===== src/design/lru_key_value_cache_defines.svh =====
// assertion macros used by the cache datapath
`ifndef LRU_KEY_VALUE_CACHE_DEFINES_SVH
`define LRU_KEY_VALUE_CACHE_DEFINES_SVH

// implication checked on every edge outside reset
`define LKVC_ASSERT_IMPL(name, ante, cons, msg) \
    name: assert property (@(posedge aclk) disable iff (!aresetn) (ante) |-> (cons)) \
        else $error(msg);

// condition that must hold on every edge outside reset
`define LKVC_ASSERT_ALWAYS(name, cond, msg) \
    name: assert property (@(posedge aclk) disable iff (!aresetn) (cond)) \
        else $error(msg);

`endif


===== src/design/lkvc_pkg.sv =====
package lkvc_pkg;

    localparam int MAX_ENTRIES = 16;
    localparam int KEY_W       = 32;
    localparam int DATA_W      = 32;
    localparam int CAP_W       = 5;
    localparam int AGE_W       = (MAX_ENTRIES > 1) ? $clog2(MAX_ENTRIES) : 1;
    localparam int CNT_W       = $clog2(MAX_ENTRIES + 1);
    localparam int CMP_W       = (CAP_W > CNT_W) ? CAP_W : CNT_W;

    localparam logic [CAP_W-1:0]  CAP_RESET  = CAP_W'(16);
    localparam logic [DATA_W-1:0] MISS_VALUE = '1;
    localparam logic [DATA_W-1:0] PUT_VALUE  = '0;

    // request kinds
    localparam logic OP_GET = 1'b0;
    localparam logic OP_PUT = 1'b1;

    // register indexes
    localparam int REG_CAPACITY = 0;

    typedef struct packed {
        logic capture;
        logic lookup;
        logic commit;
    } lkvc_cmd_t;

    typedef struct packed {
        logic out_free;
    } lkvc_sts_t;

endpackage


===== src/design/lkvc_ctrl.sv =====
module lkvc_ctrl (
    input  logic              aclk,
    input  logic              aresetn,
    input  logic              s_tvalid,
    output logic              s_tready,
    input  lkvc_pkg::lkvc_sts_t sts,
    output lkvc_pkg::lkvc_cmd_t cmd
);
    import lkvc_pkg::*;

    localparam logic [1:0] ST_IDLE   = 2'd0;
    localparam logic [1:0] ST_LOOKUP = 2'd1;
    localparam logic [1:0] ST_UPDATE = 2'd2;

    logic [1:0] state_reg;
    logic [1:0] state_next;

    always_comb begin
        cmd.lookup  = (state_reg == ST_LOOKUP);
        cmd.commit  = (state_reg == ST_UPDATE) && sts.out_free;
        s_tready    = (state_reg == ST_IDLE) || cmd.commit;
        cmd.capture = s_tvalid && s_tready;
    end

    always_comb begin
        state_next = state_reg;
        unique case (state_reg)
            ST_IDLE: begin
                if (cmd.capture) state_next = ST_LOOKUP;
            end
            ST_LOOKUP: begin
                state_next = ST_UPDATE;
            end
            ST_UPDATE: begin
                if (cmd.commit) state_next = cmd.capture ? ST_LOOKUP : ST_IDLE;
            end
            default: begin
                state_next = ST_IDLE;
            end
        endcase
    end

    always_ff @(posedge aclk) begin
        if (!aresetn) begin
            state_reg <= ST_IDLE;
        end else begin
            state_reg <= state_next;
        end
    end

endmodule


===== src/design/lkvc_datapath.sv =====
`include "lru_key_value_cache_defines.svh"

module lkvc_datapath (
    input  logic                        aclk,
    input  logic                        aresetn,
    input  lkvc_pkg::lkvc_cmd_t         cmd,
    output lkvc_pkg::lkvc_sts_t         sts,
    input  logic [lkvc_pkg::CAP_W-1:0]  capacity,
    input  logic [63:0]                 s_tdata,   // key, value
    input  logic                        s_tuser,   // op
    output logic                        m_tvalid,
    input  logic                        m_tready,
    output logic [31:0]                 m_tdata,   // read_value
    output logic                        m_tuser    // hit
);
    import lkvc_pkg::*;

    // request capture
    logic              op_reg;
    logic [KEY_W-1:0]  key_reg;
    logic [DATA_W-1:0] value_reg;

    // entry store
    logic [MAX_ENTRIES-1:0] valid_reg, valid_next;
    logic [AGE_W-1:0]       age_reg [MAX_ENTRIES];
    logic [AGE_W-1:0]       age_next [MAX_ENTRIES];
    logic [KEY_W-1:0]       key_mem [MAX_ENTRIES];
    logic [DATA_W-1:0]      data_mem [MAX_ENTRIES];
    logic [CNT_W-1:0]       occ_reg, occ_next;

    // lookup results
    logic [MAX_ENTRIES-1:0] match_vec_reg, victim_vec_reg, free_vec_reg;
    logic                   fill_reg;
    logic [MAX_ENTRIES-1:0] match_c, victim_c, free_c;
    logic                   fill_c;
    logic                   free_seen;
    logic [CMP_W-1:0]       cap_w, eff_cap;
    logic [AGE_W-1:0]       oldest_age;

    // update
    logic                   hit, is_put, change, evict;
    logic [MAX_ENTRIES-1:0] tgt;
    logic [AGE_W-1:0]       old_age;
    logic [DATA_W-1:0]      hit_data;
    logic [MAX_ENTRIES-1:0] bump;
    logic [DATA_W-1:0]      result;

    // output stage
    logic              out_valid_reg, out_valid_next;
    logic              out_hit_reg;
    logic [DATA_W-1:0] out_data_reg;

    always_comb begin
        cap_w = CMP_W'(capacity);
        if (cap_w == '0) begin
            eff_cap = CMP_W'(1);
        end else if (cap_w > CMP_W'(MAX_ENTRIES)) begin
            eff_cap = CMP_W'(MAX_ENTRIES);
        end else begin
            eff_cap = cap_w;
        end
        fill_c     = CMP_W'(occ_reg) < eff_cap;
        oldest_age = AGE_W'(occ_reg - CNT_W'(1));
        free_seen  = 1'b0;
        for (int i = 0; i < MAX_ENTRIES; i++) begin
            match_c[i]  = valid_reg[i] && (key_mem[i] == key_reg);
            victim_c[i] = valid_reg[i] && (age_reg[i] == oldest_age);
            free_c[i]   = !valid_reg[i] && !free_seen;
            if (!valid_reg[i]) free_seen = 1'b1;
        end
    end

    // commit side: on a hit or a put, one target entry moves to most recent
    always_comb begin
        hit    = |match_vec_reg;
        is_put = (op_reg == OP_PUT);
        change = hit || is_put;
        // put miss replacing the least recent entry, being committed
        evict  = cmd.commit && is_put && !hit && !fill_reg;
        if (hit) begin
            tgt = match_vec_reg;
        end else if (fill_reg) begin
            tgt = free_vec_reg;
        end else begin
            tgt = victim_vec_reg;
        end
        old_age  = '0;
        hit_data = '0;
        for (int i = 0; i < MAX_ENTRIES; i++) begin
            if (tgt[i]) old_age = old_age | age_reg[i];
            if (match_vec_reg[i]) hit_data = hit_data | data_mem[i];
        end
        for (int i = 0; i < MAX_ENTRIES; i++) begin
            bump[i] = valid_reg[i] && !tgt[i]
                      && ((!hit && fill_reg) || (age_reg[i] < old_age));
        end
        if (is_put) begin
            result = PUT_VALUE;
        end else if (hit) begin
            result = hit_data;
        end else begin
            result = MISS_VALUE;
        end
    end

    always_comb begin
        valid_next = valid_reg;
        occ_next   = occ_reg;
        for (int i = 0; i < MAX_ENTRIES; i++) begin
            age_next[i] = age_reg[i];
            if (cmd.commit && change) begin
                if (tgt[i]) begin
                    age_next[i]   = '0;
                    valid_next[i] = 1'b1;
                end else if (bump[i]) begin
                    age_next[i] = age_reg[i] + AGE_W'(1);
                end
            end
        end
        if (cmd.commit && is_put && !hit && fill_reg) occ_next = occ_reg + CNT_W'(1);
    end

    always_comb begin
        out_valid_next = out_valid_reg;
        if (cmd.commit) begin
            out_valid_next = 1'b1;
        end else if (m_tready) begin
            out_valid_next = 1'b0;
        end
    end

    assign sts.out_free = !out_valid_reg || m_tready;
    assign m_tvalid     = out_valid_reg;
    assign m_tdata      = out_data_reg;
    assign m_tuser      = out_hit_reg;

    always_ff @(posedge aclk) begin
        if (!aresetn) begin
            valid_reg     <= '0;
            occ_reg       <= '0;
            out_valid_reg <= 1'b0;
            for (int i = 0; i < MAX_ENTRIES; i++) begin
                age_reg[i] <= '0;
            end
        end else begin
            valid_reg     <= valid_next;
            occ_reg       <= occ_next;
            out_valid_reg <= out_valid_next;
            for (int i = 0; i < MAX_ENTRIES; i++) begin
                age_reg[i] <= age_next[i];
            end
        end
    end

    always_ff @(posedge aclk) begin
        if (cmd.capture) begin
            op_reg    <= s_tuser;
            key_reg   <= s_tdata[KEY_W-1:0];
            value_reg <= s_tdata[KEY_W+DATA_W-1:KEY_W];
        end
        if (cmd.lookup) begin
            match_vec_reg  <= match_c;
            victim_vec_reg <= victim_c;
            free_vec_reg   <= free_c;
            fill_reg       <= fill_c;
        end
        if (cmd.commit) begin
            out_hit_reg  <= hit;
            out_data_reg <= result;
            if (is_put) begin
                for (int i = 0; i < MAX_ENTRIES; i++) begin
                    if (tgt[i]) begin
                        data_mem[i] <= value_reg;
                        if (!hit) key_mem[i] <= key_reg;
                    end
                end
            end
        end
    end

    `LKVC_ASSERT_IMPL(a_unique_match, cmd.commit, $onehot0(match_vec_reg), "duplicate key match")
    `LKVC_ASSERT_IMPL(a_victim_found, evict, $onehot(victim_vec_reg), "no single eviction victim")
    `LKVC_ASSERT_ALWAYS(a_occ_bound, occ_reg <= CNT_W'(MAX_ENTRIES), "occupancy above entry count")
    `LKVC_ASSERT_IMPL(a_result_loaded, cmd.commit, ##1 m_tvalid, "committed result not presented")

endmodule


===== src/design/lru_key_value_cache.sv =====
// Fully associative key/value cache of 16 entries with least-recently-used
// replacement. Each request on the s_ stream is a get (s_tuser = 0) or a put
// (s_tuser = 1) of a 32-bit key and value, and gives exactly one result on the
// m_ stream: m_tuser is the hit flag and m_tdata the stored value on a get hit,
// all ones (-1) on a get miss and zero on any put. A put that misses fills a
// free entry while fewer than capacity_in_use entries are held, otherwise it
// replaces the least recent entry; lowering the capacity drops nothing at once.
// A request first goes through a tag compare of the key against every stored
// tag in parallel, which registers the match, victim and free-slot vectors,
// then through an update that rewrites the recency ranks and the target entry
// and is held while the result register is full. The next request is taken
// as the previous one commits its update. capacity_in_use sits at APB byte
// address 0 (reset 16; zero acts as one, values above 16 as 16); the user must
// write it only while the cache is idle, as the block does not enforce this.
module lru_key_value_cache (
    input  logic        aclk,
    input  logic        aresetn,
    // request stream
    input  logic        s_tvalid,
    output logic        s_tready,
    input  logic [63:0] s_tdata,   // [31:0] key, [63:32] value
    input  logic        s_tuser,   // op
    // result stream
    output logic        m_tvalid,
    input  logic        m_tready,
    output logic [31:0] m_tdata,   // read_value
    output logic        m_tuser,   // hit
    // configuration
    input  logic        psel,
    input  logic        penable,
    input  logic        pwrite,
    input  logic [2:0]  paddr,
    input  logic [31:0] pwdata,
    output logic [31:0] prdata,
    output logic        pready
);
    import lkvc_pkg::*;

    logic [CAP_W-1:0] cap_reg, cap_next;
    logic             sel_cap;
    lkvc_cmd_t        cmd;
    lkvc_sts_t        sts;

    // register index from the word address
    assign sel_cap = (paddr[2] == REG_CAPACITY[0]);
    assign pready  = 1'b1;
    assign prdata  = sel_cap ? {{(32 - CAP_W){1'b0}}, cap_reg} : '0;

    always_comb begin
        cap_next = cap_reg;
        if (psel && penable && pwrite && pready && sel_cap) cap_next = pwdata[CAP_W-1:0];
    end

    always_ff @(posedge aclk) begin
        if (!aresetn) begin
            cap_reg <= CAP_RESET;
        end else begin
            cap_reg <= cap_next;
        end
    end

    // sequencing: idle, tag compare, update
    lkvc_ctrl u_ctrl (
        .aclk     (aclk),
        .aresetn  (aresetn),
        .s_tvalid (s_tvalid),
        .s_tready (s_tready),
        .sts      (sts),
        .cmd      (cmd)
    );

    // entry store, recency ranks and result register
    lkvc_datapath u_datapath (
        .aclk     (aclk),
        .aresetn  (aresetn),
        .cmd      (cmd),
        .sts      (sts),
        .capacity (cap_reg),
        .s_tdata  (s_tdata),
        .s_tuser  (s_tuser),
        .m_tvalid (m_tvalid),
        .m_tready (m_tready),
        .m_tdata  (m_tdata),
        .m_tuser  (m_tuser)
    );

endmodule


===== config.mk =====
export PLATFORM = sky130hd
export DESIGN_NAME = lru_key_value_cache
export DESIGN_NICKNAME = d
export VERILOG_FILES = /design/src/design/lkvc_pkg.sv /design/src/design/lkvc_ctrl.sv /design/src/design/lkvc_datapath.sv /design/src/design/lru_key_value_cache.sv
export VERILOG_INCLUDE_DIRS = /design/src /design/src/design
export SDC_FILE = /design/constraint.sdc
export NUM_CORES = 2
export LEC_CHECK = 0
export BUFFER_PORTS_ARGS = -buffer_cell sky130_fd_sc_hd__buf_2
export CAP_MARGIN = 10
export CORE_MARGIN = 3
export CORE_UTILIZATION = 55
export CTS_CLUSTER_DIAMETER = 120
export DETAILED_ROUTE_END_ITERATION = 6
export GPL_ROUTABILITY_DRIVEN = 1
export PLACE_DENSITY = 0.7
export SLEW_MARGIN = 30
export SYNTH_ARGS = -nofsm -noshare
export SYNTH_HDL_FRONTEND = slang
export SYNTH_SLANG_ARGS = --single-unit
export TNS_END_PERCENT = 1

===== constraint.sdc =====
create_clock -name aclk -period 9.6 [get_ports aclk]
set_input_delay 1.92 -clock aclk [delete_from_list [all_inputs] [get_ports aclk]]
set_output_delay 1.92 -clock aclk [all_outputs]
set_load 0.05 [all_outputs]

==> out/results.ini <==
[pwr]
leakage_nw = 19.2
power_density_nw_per_um2 = 195
vdd_ir_drop_max_uv = 237
power_mw = 11.5

[clock_network]
post_cts_buffers = 0
root_buffer = clkbuf_16
numCtsBuffers = 130
cts_hold_buf = 0
clkLatencyLatePin_ns = 0.74
clkSlewWorstSetupHoldPaths_ns = 0.06
clkSinkCount = 1264
cts_resized = 0
cts_tree = done
clock_path_buffers = 3
htreeDepth = 4

[drt]
via_per_inst = 6.46
wl_per_cell_um = 28.3
routed_wl_um = 140000
via_count = 32010
drc_errors = 0
drt_iter0_markers = 3942
drt-pass1-iter-count = 6
ant_nets = 0

[layout]
drive_gt1_share_pct = 13.7
fin_util_pct = 62.7
syn_to_final_growth_pct = 12.0
fill_cells = 6660
fin_nets = 3773
fin_cells = 4953
antenna_cells = 0

[critical_path]
r2r_start = u_datapath.match_vec_reg[10]
start_kind = register
critPathKind = reg -> reg
worstPathRequired_ns = 10.27
max_stage_delay_ns = 0.84
crit_slowest_cell = buf_4
worstSetupStartpoint = u_datapath.match_vec_reg[10]
critPathCapture = u_datapath.age_reg[2][12]
r2r_setup_slack_ns = 3.52
arrival_ns = 6.75
worst-path-max-fanout = 56
r2r-end = u_datapath.age_reg[2][12]
worstPathCellList = nor4_1 > and4_4 > buf_4 > a21o_1 > a22o_1 > a221oi_1 > and4_1 > ha_1 > or4b_2 > a21oi_2 > nand4_1 > a31oi_1 > a211o_1 > mux2i_1
reg2reg_depth = 14
crit_path_end_kind = register

[flow_run]
drv_cap = 0

[grt]
antenna_found_initial = 4
grt_use_met2_pct = 44.3
grt_pass1_vias = 32014
use_met1_pct = 37.9
grt_first_pass_wirelength_um = 203000
overflow = 0
grt_use_met3_pct = 5.47
grt_max_degree = 81
grt_usage_pct = 27.8
top_usage_layer = met2

[floorplan]
die_y_um = 315
die-area_um2 = 99500
core_um2 = 94200
io_pins = 175
rows = 112
die_width_um = 315
start_util_pct = 55.9

[yosys]
synth_top_family_by_area = XOR/XNOR gates
synth_fa_ha_area_share_pct = 1.66
avgSynthCellArea_um2 = 15.3
syn_inst = 3438
synth-compound-area-share_pct = 7.90
synth.yosys.seq_area_share_pct = 70.3
async_flop_share_pct = 0
synth_top_flop_cell = edfxtp_1
muxShareOfSynthArea_pct = 1.07
synthXorXnorAreaFrac_pct = 9.48
synth_edf_count = 1171
synthSimpleGateAreaFrac_pct = 7.51
synth_area_um2 = 52700
yosysWarningCount = 0
yosys_register_bits = 1264
yosysUniqueCellTypes = 65

[sta]
final.setup_skew_ns = 0.0293
fmaxAchievable_mhz = 164
hold_viol = 0
worst_slack_ns = 3.52
finalSetupTns_ns = 0
rsz0062_at_grt = no
finalCriticalPeriod_ns = 6.08
worst_pin_slew_ns = 1.05
maxSlewViolCount = 0
setup_viol = 0
fin_crit_sh_pct = 63.4
maxSlewHeadroom_pct = 30.3

[min_path]
min_path_type = reg -> reg
hold_depth = 2

[placement]
dp_hpwl_um = 76700
gp_congestion = 0.891
io_buffers = 117
post-place-ws_ns = 3.61
dp.cells = 4716

[run_status]
outcome = finished, final reports clean

worst min-delay path by stage:
stage | start | end | slack (ns)
final | u_datapath.m_tvalid | u_datapath.m_tvalid | 0.49
after global routing | u_datapath.m_tvalid | u_datapath.m_tvalid | 0.52
after CTS | u_datapath.m_tvalid | u_datapath.m_tvalid | 0.50
after detailed placement | u_datapath.m_tvalid | u_datapath.m_tvalid | 0.49
after global placement | u_datapath.m_tvalid | u_datapath.m_tvalid | 0.49
after floorplan | u_ctrl.state_reg[0] | u_ctrl.state_reg[1] | 0.49
power by group:
part,internal [mW],switching (mW),total [mW]
clock network,2.79,2.06,4.85
logic,0.143,0.354,0.496
registers,6.07,0.0595,6.13
total,9.01,2.47,11.5
through the flow:
| step | instance area (um2) | hold WS [ns] |
|---|---|---|
| after global routing | 59000 | 0.524 |
| after detailed placement | 54900 | 0.486 |
| final | 59000 | 0.490 |
| after CTS | 59000 | 0.498 |
| after global placement | 54800 | 0.487 |
| after floorplan | 52800 | 0.488 |
area by class of cell:
cell class,instances,area [um2],share of cell area (%)
flip-flops and latches,1264,37000,62.7
multi-input cells,1965,14900,25.2
clock buffers,167,3520,5.96
well taps,1254,1570,2.66
repair buffers,216,1380,2.33
clock inverters,68,576,0.975
inverters,19,71.3,0.121
layer usage:
metal	wire (um)	part of all wire [%]
met5	26	0.019
met2	65900	47
met4	5060	3.6
met1	54400	39
met3	14600	10
cell usage in the layout, fill, tap and decap left out, types with 37 or more instances in the layout:
master        n
clkbuf_16   136
a21oi_1      62
a22o_1       70
nand3_1     117
mux2i_1      37
xnor2_1     429
buf_4        96
buf_2       117
nand4_1     144
a221oi_1     71
nor2_1       59
ha_1         70
dfxtp_1      93
a22oi_1     154
edfxtp_1   1171
nand2_1      71
xor2_1      139
nor3_1       67
nor4_1       54
critical path, delay by kind of cell (launching register included):
family,cells,cell delay [ns]
AO/OA/AOI/OAI,6,1.51
adder cells (fa/ha/maj),1,0.38
buffers and inverters,1,0.84
flip-flops,1,0.53
multiplexers,1,0.19
AND/OR/NAND/NOR,5,2.55
synth_stat cells (17+ instances only):
| cell type | instances | area [um2] |
|---|---|---|
| edfxtp_1 | 1171 | 35200 |
| xnor2_1 | 430 | 3770 |
| a22oi_1 | 154 | 1160 |
| nand4_1 | 144 | 901 |
| xor2_1 | 140 | 1230 |
| clkbuf_1 | 129 | 484 |
| nand3_1 | 118 | 591 |
| dfxtp_1 | 93 | 1860 |
| nor2_1 | 76 | 285 |
| a221oi_1 | 71 | 622 |
| nand2_1 | 71 | 267 |
| a22o_1 | 70 | 613 |
| ha_1 | 70 | 876 |
| nor3_1 | 67 | 335 |
| a21oi_1 | 63 | 315 |
| nor4_1 | 54 | 338 |
| nor2b_1 | 44 | 275 |
| mux2i_1 | 37 | 370 |
| buf_4 | 35 | 263 |
| and3_1 | 32 | 200 |
| o21a_1 | 32 | 240 |
| buf_1 | 24 | 90.1 |
| a21o_1 | 22 | 165 |
| and4b_1 | 21 | 210 |
| o22ai_1 | 21 | 131 |
| buf_2 | 20 | 100 |
| inv_1 | 17 | 63.8 |
| o21ai_0 | 17 | 85.1 |
logic make-up (layout without fill, tap and decap cells):
group	after synthesis	count (layout)
adder cells (fa/ha/maj)	70	70
AO/OA/AOI/OAI	546	546
AND/OR/NAND/NOR	698	698
other	2	28
buffers and inverters	235	470
XOR/XNOR	570	570
multiplexers	53	53
flip-flops	1264	1264
Power figures use the tool's default switching activity.
